$ cat config.mk
export PLATFORM = sky130hd
export DESIGN_NAME = software_timer_table_engine_core
export DESIGN_NICKNAME = d
export VERILOG_FILES = /design/src/rtl/stte_pkg.sv /design/src/rtl/software_timer_table_engine_core.sv /design/src/rtl/stte_ctrl.sv /design/src/rtl/stte_dp.sv
export SDC_FILE = /design/constraint.sdc
export NUM_CORES = 2
export LEC_CHECK = 0
export BUFFER_PORTS_ARGS = -buffer_cell sky130_fd_sc_hd__buf_2
export CELL_PAD_IN_SITES_DETAIL_PLACEMENT = 1
export CELL_PAD_IN_SITES_GLOBAL_PLACEMENT = 1
export CORE_MARGIN = 4
export CORE_UTILIZATION = 41
export DETAILED_ROUTE_END_ITERATION = 10
export PLACE_DENSITY_LB_ADDON = 0.1
export SLEW_MARGIN = 0
export SYNTH_ARGS = -nofsm -noshare
export SYNTH_HDL_FRONTEND = slang
export SYNTH_SLANG_ARGS = --single-unit
$ cat constraint.sdc
create_clock -name i_clk -period 5 [get_ports i_clk]
set_input_delay 0.75 -clock i_clk [delete_from_list [all_inputs] [get_ports i_clk]]
set_output_delay 0.75 -clock i_clk [all_outputs]
set_load 0.03 [all_outputs]
$ cat src/rtl/stte_pkg.sv
// ============================================================================
// stte_pkg
// Shared types and codes for the software timer table engine: command and
// result beats, controller-to-datapath command and status groups.
// ============================================================================
package stte_pkg;

    // Operation codes
    localparam logic [2:0] OP_TICK   = 3'd0;
    localparam logic [2:0] OP_CREATE = 3'd1;
    localparam logic [2:0] OP_START  = 3'd2;
    localparam logic [2:0] OP_STOP   = 3'd3;
    localparam logic [2:0] OP_RESET  = 3'd4;
    localparam logic [2:0] OP_CHPER  = 3'd5;

    // Result kinds and status codes
    localparam logic KIND_ACK = 1'b0;
    localparam logic KIND_EXP = 1'b1;
    localparam logic ST_OK    = 1'b0;
    localparam logic ST_ERR   = 1'b1;

    // Only slots below this can be addressed by the 4-bit timer id
    localparam int ADDR_SLOTS = 16;

    // Command beat
    typedef struct packed {
        logic [2:0]  operation;
        logic [3:0]  timer_id;
        logic [31:0] period;
        logic        auto_reload;
    } t_in;

    // Result beat
    typedef struct packed {
        logic       kind;
        logic [3:0] slot;
        logic       status;
        logic       running;
        logic       last;
    } t_out;

    // Controller -> datapath
    typedef struct packed {
        logic ld_in;      // capture command beat, clear scan index
        logic rd_cmd;     // read table at the command's slot
        logic exec_cmd;   // apply command, emit acknowledge
        logic exec_scan;  // count down one slot, read the next
        logic flush;      // emit held expiry with last set
    } t_dp_cmd;

    // Datapath -> controller
    typedef struct packed {
        logic in_tick;    // beat on the input port is a tick
        logic scan_last;  // scan index is at the final slot
    } t_dp_sts;

endpackage

$ cat src/rtl/software_timer_table_engine_core.sv
// ============================================================================
// software_timer_table_engine_core
// Timer slot table with create/start/stop/reset/change-period commands and
// a tick that counts active slots down and reports expiries.
// ============================================================================
// A beat is taken when start is high and busy is low. A command passes
// through accept, table read and execute, and its single acknowledge
// appears with o_strobe on the cycle after execute. A tick passes through
// accept, a first table read, a scan step for each slot and flush: the
// scan visits one slot per cycle through the single read port of the
// count and period memories. Expiries come out in
// ascending slot order, each one strobe cycle; the final one carries last
// and arrives in the cycle after the flush cycle that follows the scan. A
// tick with no expiry gives no beat. Results are never held back: the
// receiver must take each o_strobe beat in its cycle.
module software_timer_table_engine_core #(
    parameter int NUM_SLOTS = 16,
    parameter int TICK_BITS = 32
) (
    input  logic            i_clk,
    input  logic            i_rst_n,
    input  logic            start,
    output logic            busy,
    input  stte_pkg::t_in   i_cmd,
    output stte_pkg::t_out  o_res,
    output logic            o_strobe
);

    stte_pkg::t_dp_cmd ctl;
    stte_pkg::t_dp_sts sts;

    // Sequencer
    stte_ctrl u_ctrl (
        .i_clk   (i_clk),
        .i_rst_n (i_rst_n),
        .start   (start),
        .busy    (busy),
        .i_sts   (sts),
        .o_cmd   (ctl)
    );

    // Table and arithmetic
    stte_dp #(
        .NUM_SLOTS (NUM_SLOTS),
        .TICK_BITS (TICK_BITS)
    ) u_dp (
        .i_clk    (i_clk),
        .i_rst_n  (i_rst_n),
        .i_cmd    (i_cmd),
        .i_ctl    (ctl),
        .o_sts    (sts),
        .o_res    (o_res),
        .o_strobe (o_strobe)
    );

endmodule

$ cat src/rtl/stte_ctrl.sv
// ============================================================================
// stte_ctrl
// Sequencer: command read/execute, or tick scan over all slots then flush.
// ============================================================================
module stte_ctrl (
    input  logic               i_clk,
    input  logic               i_rst_n,
    input  logic               start,
    output logic               busy,
    input  stte_pkg::t_dp_sts  i_sts,
    output stte_pkg::t_dp_cmd  o_cmd
);

    typedef enum logic [2:0] {
        S_IDLE,
        S_CRD,
        S_CEX,
        S_TRD,
        S_TSCAN,
        S_TFLUSH
    } t_state;

    t_state r_state, n_state;
    logic   r_busy, n_busy;

    // Next state
    always_comb begin
        n_state = r_state;
        unique case (r_state)
            S_IDLE:   if (start) n_state = i_sts.in_tick ? S_TRD : S_CRD;
            S_CRD:    n_state = S_CEX;
            S_CEX:    n_state = S_IDLE;
            S_TRD:    n_state = S_TSCAN;
            S_TSCAN:  if (i_sts.scan_last) n_state = S_TFLUSH;
            S_TFLUSH: n_state = S_IDLE;
            default:  n_state = S_IDLE;
        endcase
        n_busy = (n_state != S_IDLE);
    end

    // State and busy flag
    always_ff @(posedge i_clk) begin
        if (!i_rst_n) begin
            r_state <= S_IDLE;
            r_busy  <= 1'b0;
        end else begin
            r_state <= n_state;
            r_busy  <= n_busy;
        end
    end

    // Datapath commands decoded from state
    always_comb begin
        o_cmd           = '0;
        o_cmd.ld_in     = (r_state == S_IDLE) && start;
        o_cmd.rd_cmd    = (r_state == S_CRD);
        o_cmd.exec_cmd  = (r_state == S_CEX);
        o_cmd.exec_scan = (r_state == S_TSCAN);
        o_cmd.flush     = (r_state == S_TFLUSH);
    end

    assign busy = r_busy;

    // Assertions
    a_busy_idle: assert property (@(posedge i_clk) disable iff (!i_rst_n)
        r_busy == (r_state != S_IDLE))
        else $error("busy out of step with state");

    a_scan_end: assert property (@(posedge i_clk) disable iff (!i_rst_n)
        (r_state == S_TSCAN) && i_sts.scan_last |=> (r_state == S_TFLUSH))
        else $error("scan did not end in flush");

    a_cmd_seq: assert property (@(posedge i_clk) disable iff (!i_rst_n)
        (r_state == S_CRD) |=> (r_state == S_CEX))
        else $error("command read not followed by execute");

endmodule

$ cat src/rtl/stte_dp.sv
// ============================================================================
// stte_dp
// Timer table datapath: count and period memories, active/mode bits,
// command execution, tick count-down with held expiry for last marking.
// ============================================================================
module stte_dp #(
    parameter int NUM_SLOTS = 16,
    parameter int TICK_BITS = 32
) (
    input  logic               i_clk,
    input  logic               i_rst_n,
    input  stte_pkg::t_in      i_cmd,
    input  stte_pkg::t_dp_cmd  i_ctl,
    output stte_pkg::t_dp_sts  o_sts,
    output stte_pkg::t_out     o_res,
    output logic               o_strobe
);

    // Slots a 4-bit id can reach; higher ones never run
    localparam int ACT_SLOTS = (NUM_SLOTS < stte_pkg::ADDR_SLOTS) ?
                               NUM_SLOTS : stte_pkg::ADDR_SLOTS;
    localparam int SLOT_W    = $clog2(ACT_SLOTS);
    localparam logic [TICK_BITS-1:0] ONE_T = TICK_BITS'(1);

    // Table storage
    logic [TICK_BITS-1:0] r_cnt_mem [ACT_SLOTS];
    logic [TICK_BITS-1:0] r_per_mem [ACT_SLOTS];
    logic [ACT_SLOTS-1:0] r_per_vld;
    logic [ACT_SLOTS-1:0] r_mode;
    logic [ACT_SLOTS-1:0] r_act;

    logic [TICK_BITS-1:0] r_cnt_rd, r_per_rd;
    logic                 r_pv_rd;

    stte_pkg::t_in        r_in;
    logic [SLOT_W-1:0]    r_idx;
    stte_pkg::t_out       r_out, n_out;
    logic                 r_strobe, n_strobe;

    // Held expiry, emitted once the next one (or the scan end) is seen
    logic                 r_hold_vld, n_hold_vld;
    logic [SLOT_W-1:0]    r_hold_slot, n_hold_slot;
    logic                 r_hold_run, n_hold_run;

    logic [SLOT_W-1:0]    id_idx, rd_addr, wr_addr;
    logic [TICK_BITS-1:0] per_cut, per_rd, cnt_dec, cnt_wd;
    logic                 id_bad, err, we_cnt, we_per, we_mode, we_act, act_wd;
    logic                 cur_act;

    assign id_idx  = r_in.timer_id[SLOT_W-1:0];
    assign per_cut = TICK_BITS'(r_in.period);
    assign per_rd  = r_pv_rd ? r_per_rd : '0;
    assign cnt_dec = r_cnt_rd - ONE_T;
    assign id_bad  = (32'(r_in.timer_id) >= 32'(NUM_SLOTS));
    assign rd_addr = i_ctl.rd_cmd ? id_idx :
                     (i_ctl.exec_scan ? SLOT_W'(r_idx + 1'b1) : r_idx);
    assign wr_addr = i_ctl.exec_cmd ? id_idx : r_idx;
    assign cur_act = i_ctl.exec_cmd ? r_act[id_idx] : r_act[r_idx];

    assign o_sts.in_tick   = (i_cmd.operation == stte_pkg::OP_TICK);
    assign o_sts.scan_last = (r_idx == SLOT_W'(ACT_SLOTS - 1));

    // Command execution, tick count-down and expiry flush
    always_comb begin
        err         = stte_pkg::ST_OK;
        we_cnt      = 1'b0;
        we_per      = 1'b0;
        we_mode     = 1'b0;
        we_act      = 1'b0;
        act_wd      = cur_act;
        cnt_wd      = '0;
        n_out       = r_out;
        n_strobe    = 1'b0;
        n_hold_vld  = r_hold_vld;
        n_hold_slot = r_hold_slot;
        n_hold_run  = r_hold_run;

        if (i_ctl.exec_cmd) begin
            if (id_bad) begin
                err = stte_pkg::ST_ERR;
            end else begin
                case (r_in.operation)
                    stte_pkg::OP_CREATE: begin
                        if (per_cut == '0) begin
                            err = stte_pkg::ST_ERR;
                        end else begin
                            we_per  = 1'b1;
                            we_mode = 1'b1;
                            we_cnt  = 1'b1;
                            cnt_wd  = '0;
                            we_act  = 1'b1;
                            act_wd  = 1'b0;
                        end
                    end
                    stte_pkg::OP_START: begin
                        if (per_rd == '0) begin
                            err = stte_pkg::ST_ERR;
                        end else begin
                            we_cnt = 1'b1;
                            cnt_wd = per_rd;
                            we_act = 1'b1;
                            act_wd = 1'b1;
                        end
                    end
                    stte_pkg::OP_STOP: begin
                        we_act = 1'b1;
                        act_wd = 1'b0;
                    end
                    stte_pkg::OP_RESET: begin
                        we_cnt = cur_act;
                        cnt_wd = per_rd;
                    end
                    stte_pkg::OP_CHPER: begin
                        if (per_cut == '0) begin
                            err = stte_pkg::ST_ERR;
                        end else begin
                            we_per = 1'b1;
                            we_cnt = cur_act;
                            cnt_wd = per_cut;
                        end
                    end
                    // unknown operation reports not running, slot untouched
                    default: begin
                        err    = stte_pkg::ST_ERR;
                        act_wd = 1'b0;
                    end
                endcase
            end
            n_out.kind    = stte_pkg::KIND_ACK;
            n_out.slot    = r_in.timer_id;
            n_out.status  = err;
            n_out.running = id_bad ? 1'b0 : act_wd;
            n_out.last    = 1'b1;
            n_strobe      = 1'b1;
        end else if (i_ctl.exec_scan) begin
            if (cur_act) begin
                we_cnt = 1'b1;
                cnt_wd = cnt_dec;
                if (cnt_dec == '0) begin
                    if (r_mode[r_idx]) begin
                        cnt_wd = per_rd;
                    end else begin
                        we_act = 1'b1;
                        act_wd = 1'b0;
                    end
                    // Release the previous expiry, hold this one
                    if (r_hold_vld) begin
                        n_out.kind    = stte_pkg::KIND_EXP;
                        n_out.slot    = 4'(r_hold_slot);
                        n_out.status  = stte_pkg::ST_OK;
                        n_out.running = r_hold_run;
                        n_out.last    = 1'b0;
                        n_strobe      = 1'b1;
                    end
                    n_hold_vld  = 1'b1;
                    n_hold_slot = r_idx;
                    n_hold_run  = act_wd;
                end
            end
        end else if (i_ctl.flush) begin
            if (r_hold_vld) begin
                n_out.kind    = stte_pkg::KIND_EXP;
                n_out.slot    = 4'(r_hold_slot);
                n_out.status  = stte_pkg::ST_OK;
                n_out.running = r_hold_run;
                n_out.last    = 1'b1;
                n_strobe      = 1'b1;
            end
            n_hold_vld = 1'b0;
        end
    end

    // Count memory
    always_ff @(posedge i_clk) begin
        if (we_cnt) r_cnt_mem[wr_addr] <= cnt_wd;
        r_cnt_rd <= r_cnt_mem[rd_addr];
    end

    // Period memory
    always_ff @(posedge i_clk) begin
        if (we_per) r_per_mem[wr_addr] <= per_cut;
        r_per_rd <= r_per_mem[rd_addr];
    end

    // Payload registers
    always_ff @(posedge i_clk) begin
        if (i_ctl.ld_in) r_in <= i_cmd;
        r_out       <= n_out;
        r_pv_rd     <= r_per_vld[rd_addr];
        r_hold_slot <= n_hold_slot;
        r_hold_run  <= n_hold_run;
    end

    // Control and per-slot flag registers
    always_ff @(posedge i_clk) begin
        if (!i_rst_n) begin
            r_per_vld  <= '0;
            r_mode     <= '0;
            r_act      <= '0;
            r_strobe   <= 1'b0;
            r_hold_vld <= 1'b0;
            r_idx      <= '0;
        end else begin
            if (we_per)  r_per_vld[wr_addr] <= 1'b1;
            if (we_mode) r_mode[wr_addr]    <= r_in.auto_reload;
            if (we_act)  r_act[wr_addr]     <= act_wd;
            r_strobe   <= n_strobe;
            r_hold_vld <= n_hold_vld;
            if (i_ctl.ld_in) begin
                r_idx <= '0;
            end else if (i_ctl.exec_scan) begin
                r_idx <= SLOT_W'(r_idx + 1'b1);
            end
        end
    end

    assign o_res    = r_out;
    assign o_strobe = r_strobe;

    // Assertions
    a_ack_last: assert property (@(posedge i_clk) disable iff (!i_rst_n)
        r_strobe && (r_out.kind == stte_pkg::KIND_ACK) |-> r_out.last)
        else $error("acknowledge without last");

    a_ack_beat: assert property (@(posedge i_clk) disable iff (!i_rst_n)
        i_ctl.exec_cmd |=> r_strobe)
        else $error("command produced no acknowledge");

    a_hold_clear: assert property (@(posedge i_clk) disable iff (!i_rst_n)
        i_ctl.ld_in |-> !r_hold_vld)
        else $error("held expiry left over at new item");

    a_flush_empty: assert property (@(posedge i_clk) disable iff (!i_rst_n)
        i_ctl.flush |=> !r_hold_vld)
        else $error("held expiry survived flush");

endmodule
## Yosys cells after proc, flatten, opt, wreduce, memory -nomap -nowiden

Memory sizes are Yosys's and may differ from the RTL's. A register that Yosys moved wholly into a read port is not among the register bits.
Cells that the tools add are included.

- Register bits after elaboration: 112
- Bits of input ports: 43
- Word-level logic and storage cells: 147
- Bits in writable memories: 1,024
- Output and inout bits: 10
- Memories kept: 2

Memory list:

| name | words | bits a word | rd ports | clocked after Yosys merged registers in | write ports | RTL line | text |
|---|---|---|---|---|---|---|---|
| u_dp.r_cnt_mem | 16 | 32 | 1 | 1 | 1 | stte_dp.sv:26 | `logic [TICK_BITS-1:0] r_cnt_mem [ACT_SLOTS];` |
| u_dp.r_per_mem | 16 | 32 | 1 | 1 | 1 | stte_dp.sv:27 | `logic [TICK_BITS-1:0] r_per_mem [ACT_SLOTS];` |

- Bitwise operators: 3
- $lt $le $gt $ge: 5
- Mux-type cells: 78
- Reductions and logical operators: 20
- Eq/ne operators: 17
- Add/sub/neg operators: 2

Operators with widths:

| kind | number |
|---|---|
| $mux 32 | 8 |
| $logic_not 32->1 | 3 |
| $pmux 32 s3 | 1 |
| $mux 8 | 6 |
| $mux 1 | 44 |
| $bwmux 16 | 2 |
| $sub 32x1->32 const B | 1 |
| $lt 4x5->1 const B | 4 |
| $bmux 1 s4 | 4 |
| $or 16x16->16 | 1 |
| $eq 3x2->1 const B | 4 |
| $eq 3x3->1 const B | 4 |
| $mux 4 | 3 |
| $pmux 3 s4 | 1 |
| $reduce_and 5->1 | 2 |
| $ne 3x1->1 const B | 3 |
| $pmux 1 s3 | 3 |
| $reduce_bool 3->1 | 3 |
| $reduce_and 4->1 | 2 |
| $reduce_or 2->1 | 4 |
| $mux 7 | 1 |
| $eq 3x1->1 const B | 2 |
| $logic_not 3->1 | 2 |
| $mux 3 | 2 |
| 10 further kinds | 15 |

## Longest topological paths before layout

- Depth in word-level cells: 8
- Depth in mapped cells: 14
- Mapped depth without buffers: 10

## Modules after synthesis

A second synthesis with hierarchy kept.

- Cells, all modules: 2,406
- Area total of the unflattened synthesis: 46,749.8 um^2

By module, submodules not included:

| module | times used | area an instance (um^2) | cells an instance | sequential area each (um^2) |
|---|---|---|---|---|
| stte_dp | 1 | 46,563.4 | 2,389 | 34,703.3 |
| stte_ctrl | 1 | 186.4 | 17 | 80.1 |

## Worst setup path after synthesis

No wires, ideal clock.

- Path kind: register to register
- Start: register u_ctrl.r_state[1]
- End: memory u_dp.r_cnt_mem[8][0], enable pin
- Data required time: 4,579 ps
- Clock period less this slack: 4,112 ps
- Path buffers: 3
- Arrival: 3,691 ps
- Stages on the path, launching flop included: 12
- Setup time: 421 ps
- Path slack: 888 ps
- Cells stage by stage: dfxtp_1 -> clkbuf_1 -> or3b_2 -> clkbuf_1 -> a311o_1 -> nor4_1 -> a211oi_1 -> nand2_1 -> a31oi_1 -> o21a_1 -> clkbuf_1 -> nor2_1

- Word-level cells in the longest chain between the ends: 7
- Elaborated cells between the ends (all ways): 11
- Those cells by class: 2 x eq/ne; 9 x mux

RTL lines:

| element | RTL line | text |
|---|---|---|
| start, declared | stte_ctrl.sv:23 | `t_state r_state, n_state;` |
| start signal, assigned | stte_ctrl.sv:47 | `r_state <= n_state;` |
| $eq 3x2->1 | stte_ctrl.sv:57 | `o_cmd.exec_cmd = (r_state == S_CEX);` |
| $mux 1 | stte_dp.sv:58 | `assign cur_act = i_ctl.exec_cmd ? r_act[id_idx] : r_act[r_idx];` |
| $mux 1, on equally long branches | stte_dp.sv:114, stte_dp.sv:136 |  |
| $pmux 1 s4 or $mux 1 (tied branches) | stte_dp.sv:82, stte_dp.sv:135 |  |
| $mux 1 | stte_dp.sv:78 | `if (i_ctl.exec_cmd) begin` |
| $mux 1 | stte_dp.sv:175 | `if (we_cnt) r_cnt_mem[wr_addr] <= cnt_wd;` |
| $mux 1 (implied by the code) | stte_dp.sv:175 |  |
| end, declared | stte_dp.sv:26 |  |

Several ways; a longest one is shown, not always the timed one.

## Final worst setup path

- Start: register u_dp.r_cnt_rd[0], read port of u_dp.r_cnt_mem
- End: register u_dp.r_act[2]

- Word-level cells in the longest chain between the ends: 7
- Elaborated cells between the ends (all ways): 11
- Those cells by class: 1 x add/sub; 9 x mux; 1 x reduce/logical

RTL lines:

| element | RTL line | text |
|---|---|---|
| start, declared | stte_dp.sv:32 | `logic [TICK_BITS-1:0] r_cnt_rd, r_per_rd;` |
| $sub 32x1->32 (*) | stte_dp.sv:53 | `assign cnt_dec = r_cnt_rd - ONE_T;` |
| $logic_not 32->1 (*) | stte_dp.sv:139 | `if (cnt_dec == '0) begin` |
| $mux 1 | stte_dp.sv:139 |  |
| $mux 1 | stte_dp.sv:136 | `if (cur_act) begin` |
| $mux 1 | stte_dp.sv:135 | `end else if (i_ctl.exec_scan) begin` |
| $mux 1 | stte_dp.sv:78 |  |
| $bwmux 16 | stte_dp.sv:206 | `if (we_act) r_act[wr_addr] <= act_wd;` |
| end signal, assigned by index | stte_dp.sv:206 |  |
| end, declared | stte_dp.sv:30 | `logic [ACT_SLOTS-1:0] r_act;` |

Mark *: on every way between the ends. The rest lies on a longest branch, timed or not.
A chain may end at the register's enable or synchronous reset.

==> flow_summary.yaml <==
setup_path:
  end_kind: "flip-flop"
  required_ps: 5650
  path_cells: "inv_1, ha_1, nor3b_1, nand2_1, o32ai_1, a21oi_1, nor4_1, and4_1, o21ba_1, a32o_1"
  arrival_ps: 4890
  critPathKind: "reg -> reg"
  r2r_start: "u_dp.r_cnt_rd[0]"
  critPathLaunch: "u_dp.r_cnt_rd[0]"
  cp_slowest_cell: "and4_1"
  critPathMaxFanout: 17
  path_buf_inv: 1
  worstSetupStartpointType: "flip-flop"
  cpPeakStageDelay_ps: 760
  cpLargestDelayFamily: "simple AND/OR/NAND/NOR gates"
grt:
  grt_max_degree: 80
  grt_pass1_wl_um: 188000
  first_global_vias: 26300
  antenna_found_initial: 3
  grt_usage_pct: 21.5
  gr-total-overflow: 0
timing:
  rsz0062_at_grt: "false"
  finalSetupTns_ps: 0
  max_freq_mhz: 236
  final-setup-viol-count: 0
  period_share_pct: 84.8
  fin_skew_ps: 28.5
  final_hold_viol_count: 0
  maxSlewHeadroom_pct: 22.1
  slew_viol_final: 0
  worst_pin_slew_ps: 1160
  period_needed_ps: 4240
clocking:
  holdBufCountCts: 0
  cts_tree: "yes"
  clock-sinks: 1200
  clkTransAtPathRegs_ps: 60
  postCtsSetupRepairBufs: 0
  htreeDepth: 4
  clk_latency_ps: 740
  cts_made_buffers: 131
  cts.repair.resized: 0
  clockRootBuffer: "clkbuf_16"
  cts_buffer_depth: 3
worst_hold_path:
  hp-start: "i_cmd[27]"
  hold_path_class: "in -> reg"
power_and_ir_drop:
  pwr-share-clk_pct: 42.8
  internal_power_uw: 17300
  ir_worst_vdd_mv: 0.334
  p_sw_share_pct: 22.3
  p_per_area_nw_per_um2: 409
  p_leak_uw: 0.0184
  p_sw_uw: 4950
  comb_power_share_pct: 6.5
  p_seq_share_pct: 50.7
die:
  rows: 123
  coreArea_um2: 113000
  ios: 53
  die_w_um: 347
  die_h_um: 347
  die-area_um2: 120000
  start_util_pct: 41.6
placed_design:
  routabilityCongestion: 0.837
  io_buffer_count: 52
  hpwl_um: 76400
run_status:
  outcome: "completed"
flow_run:
  cap_violations: 0
logic_synthesis:
  synth_area_leader_cell: "edfxtp_1"
  synth_top_area_share_pct: 68.7
  ys_types: 69
  ys_seq_elements: 1200
  synthFlopType: "edfxtp_1"
  syn-cell-area_um2: 47000
  syn_area_per_cell_um2: 18.9
  ys_warn_count: 0
  synth.area.top_cells: "edfxtp_1, mux4_2, dfxtp_1"
  synth-seq-area-share_pct: 74.0
  syn_inst: 2491
  async_flop_share_pct: 0
  synth.net_count: 2537
  synth_edf_count: 1075
routing:
  vias_per_cell: 5.82
  wire_per_inst_um: 30.4
  vias: 24700
  ant_nets: 0
  drt_iter0_drc: 1993
  drc: 0
  wirelength_um: 129000
  dr.pass1.iters: 5
cells_and_area:
  syn2layout_area_growth_pct: 15.5
  utilization_pct: 48.0
  drive_gt1_share_pct: 24.9
  antenna_cells: 0
  nNetsFinal: 2694
==> layer usage <==
metal	global-route usage [%]	share of wire, %	up-vias
li1	-	-	10500
met1	29.9	44	13400
met2	36.3	50	654
met3	2.99	4.3	163
met4	5.11	1.9	0
met5	0	0	-
==> cell usage in the layout (no fill, tap or decap), types with 28 or more instances in the layout <==
| master | instances |
|---|---|
| nor2_4 | 32 |
| dfxtp_1 | 125 |
| mux2i_1 | 69 |
| clkbuf_16 | 136 |
| nor2_1 | 73 |
| mux4_2 | 269 |
| a21oi_1 | 76 |
| edfxtp_1 | 1075 |
| o21ai_0 | 72 |
| a21o_1 | 28 |
| buf_2 | 52 |
| nor2b_1 | 73 |
| a211oi_1 | 69 |
| nand2_1 | 84 |
| buf_4 | 92 |
| clkbuf_1 | 37 |
==> Yosys cell counts (4+ instances only) <==
cell type and n:
a2111oi_0 4, a211oi_1 69, a21boi_0 17, a21o_1 28, a21oi_1 77, a22o_1 4, a22oi_1 7, a31oi_1 6
a32o_1 17, and2_1 5, buf_1 29, buf_2 12, buf_6 6, clkbuf_1 99, dfxtp_1 125, edfxtp_1 1075
inv_1 11, mux2_2 5, mux2i_1 69, mux4_2 269, nand2_1 84, nand2b_1 12, nand3_1 16, nand4_1 10
nor2_1 105, nor2b_1 73, nor3_1 16, nor4_1 26, nor4b_1 6, o21a_1 24, o21ai_0 72, o22ai_1 10
o31ai_1 7, or2_2 4, or3_1 8, or4_1 6, xnor2_1 18, xor2_1 9
==> through the flow <==
step	setup slack (ps)	instance area (um2)	power, uW	hold WS [ps]	cells
floorplan	888	47000	12300	406	2491
global route	474	54300	23000	162	4252
detailed placement	854	50100	12900	454	4015
global placement	852	50100	12900	440	4015
CTS	820	54300	22500	139	4252
finish	760	54300	22200	198	4252
==> kinds of logic (layout without fill, tap and decap cells) <==
logic type      count (synthesis)  after routing  share of synthesized area [%]
fa+ha+maj                       3              3                         0.0799
mux                           343            343                           14.5
buf+inv                       158            419                           1.40
xor+xnor                       27             27                          0.503
compound gates                368            368                           5.22
simple gates                  392            392                           4.33
flops                        1200           1200                           74.0
==> flip-flops by register name (all words and copies together) (netlist names), 16 cells and up <==
register        count
u_dp.per_cut       32
u_dp.r_act         16
u_dp.r_cnt_mem    512
u_dp.r_cnt_rd      32
u_dp.r_mode        16
u_dp.r_per_mem    512
u_dp.r_per_rd      32
u_dp.r_per_vld     16
==> worst reg2reg max path, stage by stage (launching register included) <==
cell     delay, ps
dfxtp_1        410
inv_1          140
ha_1           280
nor3b_1        490
nand2_1        370
o32ai_1        350
a21oi_1        140
nor4_1         390
and4_1         760
o21ba_1        640
a32o_1         220
==> worst paths after layout <==
kind	slack, ps	endpoint	cells after the start
max	760	u_dp.r_act[2]	10
min	200	u_dp.per_cut[26]	1
max reg2reg	760	u_dp.r_act[2]	10
min reg2reg	470	u_dp.r_per_vld[4]	1
==> area by class of cell <==
type / instances / area, um2
Fill cell: 10400 / 58800
Sequential cell: 1200 / 34800
Multi-Input combinational cell: 1133 / 11900
Clock buffer: 183 / 3680
Tap cell: 1500 / 1880
Timing Repair Buffer: 171 / 1490
Clock inverter: 54 / 571
Inverter: 11 / 41.3
==> power groups by stage <==
stage | combinational [uW] | sequential, uW | clock (uW)
floorplan | 942 | 11300 | 0
global placement | 1440 | 11500 | 0
detailed placement | 1450 | 11500 | 0
CTS | 1460 | 11300 | 9740
global route | 1550 | 11300 | 10200
finish | 1440 | 11300 | 9510
Note: power is estimated with default switching activity, not from simulation.
